File: src/hw/rtl/vmp_pkg.sv
// Package for the view message parser: phase and event codes, result record,
// configuration map and reset constants. No dependencies.
package vmp_pkg;

  // Configuration map
  localparam int unsigned CFG_ADDR_W = 3;
  localparam int unsigned CFG_DATA_W = 32;
  localparam logic [0:0] REG_EXPECTED_MAGIC = 1'b0;

  // ASCII "LSTV" as a little-endian word
  localparam logic [31:0] MAGIC_RESET = 32'h5654_534C;
  // Pad bytes after the done byte, counted from zero
  localparam logic [1:0] PAD_LAST = 2'd2;
  // Byte position that completes a 32-bit field
  localparam logic [1:0] FIELD_LAST = 2'd3;

  // Parse phases, one-hot
  typedef enum logic [8:0] {
    PH_MAGIC   = 9'b0_0000_0001,
    PH_TICK    = 9'b0_0000_0010,
    PH_REWARD  = 9'b0_0000_0100,
    PH_DONE    = 9'b0_0000_1000,
    PH_PAD     = 9'b0_0001_0000,
    PH_COUNT   = 9'b0_0010_0000,
    PH_BLEN    = 9'b0_0100_0000,
    PH_PAYLOAD = 9'b0_1000_0000,
    PH_TAIL    = 9'b1_0000_0000
  } vmp_phase_t;

  // Result event codes
  typedef enum logic [1:0] {
    EV_NONE    = 2'd0,
    EV_HEADER  = 2'd1,
    EV_BLOB    = 2'd2,
    EV_PAYLOAD = 2'd3
  } vmp_event_t;

  // One result item
  typedef struct packed {
    vmp_event_t  event_res;
    logic [31:0] tick;
    logic [31:0] reward_bits;
    logic        done_flag;
    logic [31:0] value_count;
    logic [31:0] blob_index;
    logic [31:0] blob_length;
    logic [7:0]  payload_byte;
    logic [31:0] byte_offset;
    logic        msg_end;
    logic        msg_ok;
  } vmp_result_t;

endpackage

File: src/hw/rtl/vmp_if.sv
// Stream channel interfaces for the view message parser: byte input and
// result output. Depends on vmp_pkg.
interface vmp_in_if (input logic clk);
  logic       valid;
  logic       ready;
  logic [7:0] data_byte;
  logic       last;

  modport source (output valid, output data_byte, output last, input ready);
  modport sink (input valid, input data_byte, input last, output ready);
endinterface

interface vmp_out_if (input logic clk);
  import vmp_pkg::*;

  logic        valid;
  logic        ready;
  vmp_event_t  event_res;
  logic [31:0] tick;
  logic [31:0] reward_bits;
  logic        done_flag;
  logic [31:0] value_count;
  logic [31:0] blob_index;
  logic [31:0] blob_length;
  logic [7:0]  payload_byte;
  logic [31:0] byte_offset;
  logic        msg_end;
  logic        msg_ok;

  modport source (
    output valid, input ready,
    output event_res, output tick, output reward_bits, output done_flag,
    output value_count, output blob_index, output blob_length,
    output payload_byte, output byte_offset, output msg_end, output msg_ok
  );
  modport sink (
    input valid, output ready,
    input event_res, input tick, input reward_bits, input done_flag,
    input value_count, input blob_index, input blob_length,
    input payload_byte, input byte_offset, input msg_end, input msg_ok
  );
endinterface

File: src/hw/rtl/vmp_cfg_regs.sv
// APB-style configuration register block holding the expected magic word.
// Depends on vmp_pkg.
module vmp_cfg_regs (
  input  logic                           clk,
  input  logic                           rst_n,
  input  logic                           psel,
  input  logic                           penable,
  input  logic                           pwrite,
  input  logic [vmp_pkg::CFG_ADDR_W-1:0] paddr,
  input  logic [vmp_pkg::CFG_DATA_W-1:0] pwdata,
  output logic [vmp_pkg::CFG_DATA_W-1:0] prdata,
  output logic                           pready,
  output logic [31:0]                    magic
);
  import vmp_pkg::*;

  logic [31:0] magic_r;
  logic [31:0] magic_nxt;
  logic        reg_sel;
  logic        wr_en;

  // Register index is the word address
  assign reg_sel = (paddr[CFG_ADDR_W-1:2] == REG_EXPECTED_MAGIC);
  assign pready  = 1'b1;
  assign wr_en   = psel && penable && pwrite && pready && reg_sel;

  // Take write data on the access cycle
  always_comb begin
    magic_nxt = magic_r;
    if (wr_en) begin
      magic_nxt = pwdata;
    end
  end

  always_ff @(posedge clk) begin
    if (!rst_n) begin
      magic_r <= MAGIC_RESET;
    end else begin
      magic_r <= magic_nxt;
    end
  end

  // Read back; unmapped addresses read zero
  assign prdata = (psel && reg_sel) ? magic_r : '0;
  assign magic  = magic_r;

endmodule

File: src/hw/rtl/vmp_parse_core.sv
// Parse state and per-byte step logic: advances the phase machine on each
// accepted byte and forms the result item. Depends on vmp_pkg.
module vmp_parse_core (
  input  logic                 clk,
  input  logic                 rst_n,
  input  logic                 accept,
  input  logic [7:0]           data_byte,
  input  logic                 last,
  input  logic [31:0]          magic,
  output vmp_pkg::vmp_result_t res
);
  import vmp_pkg::*;

  vmp_phase_t  phase_r, phase_nxt;
  logic [1:0]  fbc_r, fbc_nxt;
  logic [23:0] asm_r, asm_nxt;
  logic [31:0] tick_r, tick_nxt;
  logic [31:0] reward_r, reward_nxt;
  logic        done_r, done_nxt;
  logic [31:0] blobs_left_r, blobs_left_nxt;
  logic [31:0] cur_blob_r, cur_blob_nxt;
  logic [31:0] pay_left_r, pay_left_nxt;
  logic [31:0] pay_pos_r, pay_pos_nxt;
  logic        err_r, err_nxt;

  logic        field_done;
  logic [31:0] word;
  logic [31:0] fin_blobs_left;
  vmp_phase_t  fin_phase;
  logic [31:0] pay_left_dec;

  // Byte gather: completed word is the new byte over the three held ones
  assign field_done = (fbc_r == FIELD_LAST);
  assign word       = {data_byte, asm_r};

  // End of a blob: count down and pick the next phase
  assign fin_blobs_left = (blobs_left_r != '0) ? blobs_left_r - 32'd1 : blobs_left_r;
  assign fin_phase      = (fin_blobs_left == '0) ? PH_TAIL : PH_BLEN;
  assign pay_left_dec   = (pay_left_r != '0) ? pay_left_r - 32'd1 : pay_left_r;

  always_comb begin
    phase_nxt      = phase_r;
    fbc_nxt        = fbc_r;
    asm_nxt        = asm_r;
    tick_nxt       = tick_r;
    reward_nxt     = reward_r;
    done_nxt       = done_r;
    blobs_left_nxt = blobs_left_r;
    cur_blob_nxt   = cur_blob_r;
    pay_left_nxt   = pay_left_r;
    pay_pos_nxt    = pay_pos_r;
    err_nxt        = err_r;
    res            = '0;
    res.event_res  = EV_NONE;

    // Shift the byte into the assembly word for gathering phases
    if (phase_r inside {PH_MAGIC, PH_TICK, PH_REWARD, PH_COUNT, PH_BLEN}) begin
      case (fbc_r)
        2'd0:    asm_nxt = {16'h0000, data_byte};
        2'd1:    asm_nxt = {8'h00, data_byte, asm_r[7:0]};
        2'd2:    asm_nxt = {data_byte, asm_r[15:0]};
        default: asm_nxt = asm_r;
      endcase
      fbc_nxt = field_done ? 2'd0 : fbc_r + 2'd1;
    end

    // Advance the phase machine unless an error is pending
    if (!err_r) begin
      case (phase_r)
        PH_MAGIC: begin
          if (field_done) begin
            if (word != magic) begin
              err_nxt = 1'b1;
            end else begin
              phase_nxt = PH_TICK;
            end
          end
        end
        PH_TICK: begin
          if (field_done) begin
            tick_nxt  = word;
            phase_nxt = PH_REWARD;
          end
        end
        PH_REWARD: begin
          if (field_done) begin
            reward_nxt = word;
            phase_nxt  = PH_DONE;
          end
        end
        PH_DONE: begin
          done_nxt  = (data_byte != 8'h00);
          fbc_nxt   = 2'd0;
          phase_nxt = PH_PAD;
        end
        PH_PAD: begin
          if (fbc_r >= PAD_LAST) begin
            fbc_nxt   = 2'd0;
            phase_nxt = PH_COUNT;
          end else begin
            fbc_nxt = fbc_r + 2'd1;
          end
        end
        PH_COUNT: begin
          if (field_done) begin
            blobs_left_nxt  = word;
            cur_blob_nxt    = '0;
            res.event_res   = EV_HEADER;
            res.tick        = tick_r;
            res.reward_bits = reward_r;
            res.done_flag   = done_r;
            res.value_count = word;
            phase_nxt       = (word == '0) ? PH_TAIL : PH_BLEN;
          end
        end
        PH_BLEN: begin
          if (field_done) begin
            pay_left_nxt    = word;
            pay_pos_nxt     = '0;
            res.event_res   = EV_BLOB;
            res.blob_index  = cur_blob_r;
            res.blob_length = word;
            if (word == '0) begin
              cur_blob_nxt   = cur_blob_r + 32'd1;
              blobs_left_nxt = fin_blobs_left;
              fbc_nxt        = 2'd0;
              phase_nxt      = fin_phase;
            end else begin
              phase_nxt = PH_PAYLOAD;
            end
          end
        end
        PH_PAYLOAD: begin
          res.event_res    = EV_PAYLOAD;
          res.blob_index   = cur_blob_r;
          res.payload_byte = data_byte;
          res.byte_offset  = pay_pos_r;
          pay_pos_nxt      = pay_pos_r + 32'd1;
          pay_left_nxt     = pay_left_dec;
          if (pay_left_dec == '0) begin
            cur_blob_nxt   = cur_blob_r + 32'd1;
            blobs_left_nxt = fin_blobs_left;
            fbc_nxt        = 2'd0;
            phase_nxt      = fin_phase;
          end
        end
        default: begin
          // Trailing byte after the final blob
          err_nxt = 1'b1;
        end
      endcase
    end

    // Close the message and return to the start state
    if (last) begin
      res.msg_end    = 1'b1;
      res.msg_ok     = !err_nxt && (phase_nxt == PH_TAIL);
      phase_nxt      = PH_MAGIC;
      fbc_nxt        = '0;
      asm_nxt        = '0;
      tick_nxt       = '0;
      reward_nxt     = '0;
      done_nxt       = 1'b0;
      blobs_left_nxt = '0;
      cur_blob_nxt   = '0;
      pay_left_nxt   = '0;
      pay_pos_nxt    = '0;
      err_nxt        = 1'b0;
    end
  end

  // Update state on each accepted byte
  always_ff @(posedge clk) begin
    if (!rst_n) begin
      phase_r      <= PH_MAGIC;
      fbc_r        <= '0;
      asm_r        <= '0;
      tick_r       <= '0;
      reward_r     <= '0;
      done_r       <= 1'b0;
      blobs_left_r <= '0;
      cur_blob_r   <= '0;
      pay_left_r   <= '0;
      pay_pos_r    <= '0;
      err_r        <= 1'b0;
    end else if (accept) begin
      phase_r      <= phase_nxt;
      fbc_r        <= fbc_nxt;
      asm_r        <= asm_nxt;
      tick_r       <= tick_nxt;
      reward_r     <= reward_nxt;
      done_r       <= done_nxt;
      blobs_left_r <= blobs_left_nxt;
      cur_blob_r   <= cur_blob_nxt;
      pay_left_r   <= pay_left_nxt;
      pay_pos_r    <= pay_pos_nxt;
      err_r        <= err_nxt;
    end
  end

endmodule

File: src/hw/rtl/view_message_parser.sv
// View message parser top level: stream ports, output register and the
// configuration port. Depends on vmp_pkg, vmp_if, vmp_cfg_regs, vmp_parse_core.
//
// Takes one message byte per transfer and returns exactly one result per
// byte, in the cycle after the byte is accepted. A byte can be accepted every
// cycle: the parse step is a single pass through the phase machine, and the
// result register accepts a new result in the same cycle its current one is
// taken, so throughput is one byte per clock and in_ch.ready drops only
// while a result waits unclaimed. Change expected_magic only between
// messages, with no result outstanding.
module view_message_parser (
  input  logic                           clk,
  input  logic                           rst_n,
  vmp_in_if.sink                         in_ch,
  vmp_out_if.source                      out_ch,
  input  logic                           psel,
  input  logic                           penable,
  input  logic                           pwrite,
  input  logic [vmp_pkg::CFG_ADDR_W-1:0] paddr,
  input  logic [vmp_pkg::CFG_DATA_W-1:0] pwdata,
  output logic [vmp_pkg::CFG_DATA_W-1:0] prdata,
  output logic                           pready
);
  import vmp_pkg::*;

  logic        [31:0] magic;
  logic               in_xfer;
  vmp_result_t        step_res;
  vmp_result_t        res_r;
  logic               out_valid_r, out_valid_nxt;

  vmp_cfg_regs u_cfg (
    .clk     (clk),
    .rst_n   (rst_n),
    .psel    (psel),
    .penable (penable),
    .pwrite  (pwrite),
    .paddr   (paddr),
    .pwdata  (pwdata),
    .prdata  (prdata),
    .pready  (pready),
    .magic   (magic)
  );

  vmp_parse_core u_core (
    .clk       (clk),
    .rst_n     (rst_n),
    .accept    (in_xfer),
    .data_byte (in_ch.data_byte),
    .last      (in_ch.last),
    .magic     (magic),
    .res       (step_res)
  );

  // Accept while the result slot is empty or being drained
  assign in_ch.ready = !out_valid_r || out_ch.ready;
  assign in_xfer     = in_ch.valid && in_ch.ready;

  always_comb begin
    out_valid_nxt = out_valid_r;
    if (in_xfer) begin
      out_valid_nxt = 1'b1;
    end else if (out_ch.ready) begin
      out_valid_nxt = 1'b0;
    end
  end

  always_ff @(posedge clk) begin
    if (!rst_n) begin
      out_valid_r <= 1'b0;
    end else begin
      out_valid_r <= out_valid_nxt;
    end
  end

  // Load the result on each input transfer
  always_ff @(posedge clk) begin
    if (in_xfer) begin
      res_r <= step_res;
    end
  end

  // Drive the result channel
  assign out_ch.valid        = out_valid_r;
  assign out_ch.event_res    = res_r.event_res;
  assign out_ch.tick         = res_r.tick;
  assign out_ch.reward_bits  = res_r.reward_bits;
  assign out_ch.done_flag    = res_r.done_flag;
  assign out_ch.value_count  = res_r.value_count;
  assign out_ch.blob_index   = res_r.blob_index;
  assign out_ch.blob_length  = res_r.blob_length;
  assign out_ch.payload_byte = res_r.payload_byte;
  assign out_ch.byte_offset  = res_r.byte_offset;
  assign out_ch.msg_end      = res_r.msg_end;
  assign out_ch.msg_ok       = res_r.msg_ok;

endmodule

File: src/flat_wrapper.sv
// flat-port wrapper written by rule: the top's interface ports become plain ports
module view_message_parser_flat import vmp_pkg::*;
  (clk, rst_n, psel, penable, pwrite, paddr, pwdata, prdata, pready, in_ch_valid, in_ch_data_byte, in_ch_last, in_ch_ready, out_ch_valid, out_ch_ready, out_ch_event_res, out_ch_tick, out_ch_reward_bits, out_ch_done_flag, out_ch_value_count, out_ch_blob_index, out_ch_blob_length, out_ch_payload_byte, out_ch_byte_offset, out_ch_msg_end, out_ch_msg_ok);
  vmp_in_if in_ch_i (.clk(clk));
  vmp_out_if out_ch_i (.clk(clk));
  input  logic clk;
  input  logic rst_n;
  input  logic psel;
  input  logic penable;
  input  logic pwrite;
  input  logic [vmp_pkg::CFG_ADDR_W-1:0] paddr;
  input  logic [vmp_pkg::CFG_DATA_W-1:0] pwdata;
  output logic [vmp_pkg::CFG_DATA_W-1:0] prdata;
  output logic pready;
  input wire logic [$bits(in_ch_i.valid)-1:0] in_ch_valid;
  input wire logic [$bits(in_ch_i.data_byte)-1:0] in_ch_data_byte;
  input wire logic [$bits(in_ch_i.last)-1:0] in_ch_last;
  output wire logic [$bits(in_ch_i.ready)-1:0] in_ch_ready;
  output wire logic [$bits(out_ch_i.valid)-1:0] out_ch_valid;
  input wire logic [$bits(out_ch_i.ready)-1:0] out_ch_ready;
  output wire logic [$bits(out_ch_i.event_res)-1:0] out_ch_event_res;
  output wire logic [$bits(out_ch_i.tick)-1:0] out_ch_tick;
  output wire logic [$bits(out_ch_i.reward_bits)-1:0] out_ch_reward_bits;
  output wire logic [$bits(out_ch_i.done_flag)-1:0] out_ch_done_flag;
  output wire logic [$bits(out_ch_i.value_count)-1:0] out_ch_value_count;
  output wire logic [$bits(out_ch_i.blob_index)-1:0] out_ch_blob_index;
  output wire logic [$bits(out_ch_i.blob_length)-1:0] out_ch_blob_length;
  output wire logic [$bits(out_ch_i.payload_byte)-1:0] out_ch_payload_byte;
  output wire logic [$bits(out_ch_i.byte_offset)-1:0] out_ch_byte_offset;
  output wire logic [$bits(out_ch_i.msg_end)-1:0] out_ch_msg_end;
  output wire logic [$bits(out_ch_i.msg_ok)-1:0] out_ch_msg_ok;
  assign in_ch_i.valid = in_ch_valid;
  assign in_ch_i.data_byte = in_ch_data_byte;
  assign in_ch_i.last = in_ch_last;
  assign in_ch_ready = in_ch_i.ready;
  assign out_ch_valid = out_ch_i.valid;
  assign out_ch_i.ready = out_ch_ready;
  assign out_ch_event_res = out_ch_i.event_res;
  assign out_ch_tick = out_ch_i.tick;
  assign out_ch_reward_bits = out_ch_i.reward_bits;
  assign out_ch_done_flag = out_ch_i.done_flag;
  assign out_ch_value_count = out_ch_i.value_count;
  assign out_ch_blob_index = out_ch_i.blob_index;
  assign out_ch_blob_length = out_ch_i.blob_length;
  assign out_ch_payload_byte = out_ch_i.payload_byte;
  assign out_ch_byte_offset = out_ch_i.byte_offset;
  assign out_ch_msg_end = out_ch_i.msg_end;
  assign out_ch_msg_ok = out_ch_i.msg_ok;
  view_message_parser u_core (.clk(clk), .rst_n(rst_n), .in_ch(in_ch_i), .out_ch(out_ch_i), .psel(psel), .penable(penable), .pwrite(pwrite), .paddr(paddr), .pwdata(pwdata), .prdata(prdata), .pready(pready));
endmodule
File: config.mk
export PLATFORM = sky130hd
export DESIGN_NAME = view_message_parser_flat
export DESIGN_NICKNAME = d
export VERILOG_FILES = /design/src/hw/rtl/vmp_pkg.sv /design/src/hw/rtl/vmp_if.sv /design/src/hw/rtl/vmp_cfg_regs.sv /design/src/hw/rtl/vmp_parse_core.sv /design/src/hw/rtl/view_message_parser.sv /design/src/flat_wrapper.sv
export SDC_FILE = /design/constraint.sdc
export NUM_CORES = 1
export LEC_CHECK = 0
export ABC_AREA = 0
export BUFFER_PORTS_ARGS = -buffer_cell sky130_fd_sc_hd__buf_2
export CORE_ASPECT_RATIO = 1.1
export CORE_MARGIN = 4
export CORE_UTILIZATION = 58
export CTS_CLUSTER_DIAMETER = 30
export DETAILED_ROUTE_END_ITERATION = 6
export HOLD_SLACK_MARGIN = 0.15
export PLACE_DENSITY = 0.8
export SLEW_MARGIN = 15
export SYNTH_ARGS = -nofsm -noshare
export SYNTH_HDL_FRONTEND = slang
export SYNTH_HIERARCHICAL = 1
export SYNTH_SLANG_ARGS = --single-unit
File: constraint.sdc
create_clock -name clk -period 4.52 [get_ports clk]
set_input_delay 0.678 -clock clk [delete_from_list [all_inputs] [get_ports clk]]
set_output_delay 0.678 -clock clk [all_outputs]
set_load 0.02 [all_outputs]
==> metrics.txt <==
Final Max Slew Viols=0; initial antenna violation count=0; GR Overflow Total=0; Async S/R FF share, synth=0%; worst hold path depth=3; Cell Area, Synth=22,480 um2; worst min-delay path startpoint=in_ch_valid; library cells used by synthesis=84; syn_area_per_cell=9.205 um2; Die Area=41,970 um2; Finished Layout Cells=3,276; dpl hpwl=45.18 mm; RSZ-0062 raised after global routing=false; static power due to leakage=0.01089 uW; Period minus WS final=4.270 ns; reg2reg end=u_core/u_core/blobs_left_r[16]; Setup Skew=0.02686 ns; hold-fix buffers at CTS=0; worst slack at placement=0.4272 ns; Clock Sinks=467; Core ar.=38,190 um2; CTS H-tree lvls=3; share of the synthesized area in the top cell type=27.39%; Syn. warnings=6; Top FF cell, synth=dfxtp_1; n_diodes=0; Sum Neg Setup Slack=0 ns; Hold Fails Final Rpt=0; detailed-route via count=20.11k; Worst EP arrival=4.67 ns; layout cell share with drive strength beyond 1=19.96%; CP required=4.92 ns; Final period util=94.46%; Synth Register Bits=467; Filler Cells Inserted=2,714; cts repair resizes=0; First-pass DRT Iterations=7; Max-Cap Viols=0; Hold Path Class=input pin to flip-flop; Total GRT Usage=31.90%; first-pass GRT wire length=108.2 mm; Yosys top cell by area=edfxtp_1; final core occ=71.78%; Finish-stage setup viols=0; FF-to-FF path depth=11; Avg Vias per Cell=6.139; worst skew pair latency=0.60 ns; Reg clk slew, reported paths=0.05 ns; Layout area overhead=21.97%; die width=195.7 um; post-synthesis cell count=2,442; DR WL/cell=21.33 um; Setup CP Type=flip-flop to flip-flop; CP max FO=30; top area cells in the synthesized netlist=edfxtp_1 27%, dfxtp_1 23%, and2_1 5.6%; post-synth net total=2,503; Final ANT Viol Nets=0; Max Fclk=234.2 MHz; Slew headroom=19.31%; IO Count=291; Post-CTS Setup Bufs=0; GPL Wtd Cong=0.9993; Worst Tran Pin Value=1.209 ns; Placed Instances=3,117; violated checks=design-rule violations; PD cells=432.8 nW/um2; Clk Tree Root Cell=clkbuf_16; crit path capture type=flip-flop; Worst Setup Start Kind=flip-flop; Peak VDD IR=0.0003230 V; status=complete, but fails checks; register area share after synthesis=50.72%; final worst slack=0.2504 ns; initial core utilization=58.85%; clock buffer depth=3; number of DRC markers in iteration 0=2,225; WL final=69.87 mm; # DRC=1; Num CTS Buffers=85; TritonCTS clock tree=yes; vias in the first global route=19.43k; NumNets Final=2,765; FP Rows=75; reg2reg start=u_core/u_core/pay_left_r[14]; hold endpoint=u_core/out_ch.valid; largest net degree at the start of global routing=90; reg2reg setup slack=0.25 ns; EDFF count, synth=205; Buffers on Ports=287; die height=214.5 um
==> cells in the mapped netlist, types with 6 or more instances <==
master / number
clkbuf_1: 179
and4_1: 16
nand2_1: 260
xnor2_1: 21
nor2b_1: 57
and2_1: 203
nor2_1: 209
inv_1: 28
o21a_1: 6
o21ai_0: 70
edfxtp_1: 205
and3_1: 53
nand3_1: 53
nand2b_1: 38
o31ai_1: 17
a22oi_1: 27
mux2i_1: 52
ha_1: 10
or4_1: 17
nor4_1: 50
o311ai_0: 6
dfxtp_1: 262
o32ai_1: 8
nand3b_1: 8
buf_2: 14
nand4_1: 30
xor2_1: 56
or3_1: 29
a31oi_1: 15
a21oi_1: 205
nor3_1: 87
a211oi_1: 39
o21ai_1: 6
==> kinds of logic after synthesis <==
group,count (synthesis),synth area share (%)
xor gates and xnor gates,77,3.000
DFF,467,50.72
adders and majority gates,10,0.5566
other,1,0.01668
muxes,53,2.366
and+or+nand+nor,1144,26.64
buffers and inverters,233,4.253
AOI/OAI and AO/OA,457,12.45
==> through the flow <==
stage / area (um2) / hold WS (ns) / power, uW
after floorplan: 22480 / 0.4317 / 5209
after global placement: 24470 / 0.4379 / 5480
after detailed placement: 24470 / 0.4436 / 5495
after CTS: 27420 / 0.3107 / 11890
after global routing: 27420 / 0.3265 / 12210
final: 27420 / 0.3312 / 11870
==> layout by cell type (no fill, tap or decap), types with 56 or more instances in the layout <==
| master | synthesis | layout |
|---|---|---|
| nor2_1 | 209 | 207 |
| dfxtp_1 | 262 | 262 |
| a21oi_1 | 205 | 203 |
| o21ai_0 | 70 | 70 |
| nand2_1 | 260 | 260 |
| nor2b_1 | 57 | 56 |
| buf_2 | 14 | 287 |
| clkbuf_16 | 0 | 89 |
| xor2_1 | 56 | 56 |
| buf_4 | 2 | 91 |
| and2_1 | 203 | 203 |
| nor3_1 | 87 | 87 |
| edfxtp_1 | 205 | 205 |
==> worst max-delay path: stages (launching register included) <==
cell,delay (ns)
dfxtp_1,0.37
or4_1,0.61
or4b_1,0.64
nor3_1,0.45
nor3_1,0.13
a21oi_1,0.27
nand4_1,0.36
o31a_1,0.41
buf_4,0.24
nor2_1,0.13
buf_4,0.30
a211oi_1,0.14
==> sequential cells by signal, indices dropped and copies added (netlist names), 2 cells and up <==
| register | cells |
|---|---|
| u_core/out_ch.event_res | 2 |
| u_core/u_cfg/magic | 32 |
| u_core/out_ch.byte_offset | 32 |
| u_core/u_core/tick_r | 32 |
| u_core/u_core/reward_r | 32 |
| u_core/out_ch.reward_bits | 32 |
| u_core/out_ch.payload_byte | 8 |
| u_core/u_core/blobs_left_r | 32 |
| u_core/out_ch.value_count | 32 |
| u_core/out_ch.blob_length | 32 |
| u_core/u_core/pay_left_r | 32 |
| u_core/u_core/asm_r | 24 |
| u_core/u_core/cur_blob_r | 32 |
| u_core/u_core/fbc_r | 2 |
| u_core/out_ch.tick | 32 |
| u_core/out_ch.blob_index | 32 |
| u_core/u_core/phase_r | 9 |
| u_core/u_core/pay_pos_r | 32 |
==> per-layer routing <==
layer / track usage [%] / part of all wire, % / up-vias
met3: 7.448 / 10 / 221
met4: 15.95 / 5.3 / 0
met1: 40.68 / 39 / 9527
li1: - / - / 9219
met5: 0 / 0 / -
met2: 51.10 / 46 / 1146
==> worst max path at each step <==
stage	startpoint	endpoint	slack, ns	cells after the start
floorplan	out_ch_ready	u_core/u_core/pay_pos_r[25]	0.27	9
CTS	u_core/u_core/pay_left_r[14]	u_core/u_core/cur_blob_r[3]	0.36	10
finish	u_core/u_core/pay_left_r[14]	u_core/u_core/blobs_left_r[16]	0.25	11
global placement	u_core/u_core/pay_left_r[14]	u_core/u_core/cur_blob_r[3]	0.40	10
global route	u_core/u_core/pay_left_r[2]	u_core/u_core/blobs_left_r[16]	0.04	12
detailed placement	u_core/u_core/pay_left_r[14]	u_core/u_core/blobs_left_r[31]	0.43	11
==> final cells by class <==
class | count | area, um2 | area share [%]
timing repair buffer | 379 | 2140 | 7.804
tap | 500 | 625.6 | 2.282
clock buffer | 108 | 2338 | 8.530
sequential | 467 | 11400 | 41.58
inverter | 29 | 111.4 | 0.4062
clock inverter | 51 | 606.8 | 2.213
multi-input combinational | 1742 | 10190 | 37.18
==> power by group <==
part           switching [uW]  internal [uW]  leakage (uW)
clock network            2260           4180       0.00142
registers                64.3           4530       0.00415
logic                     588            249       0.00532
Power figures use the tool's default switching activity.
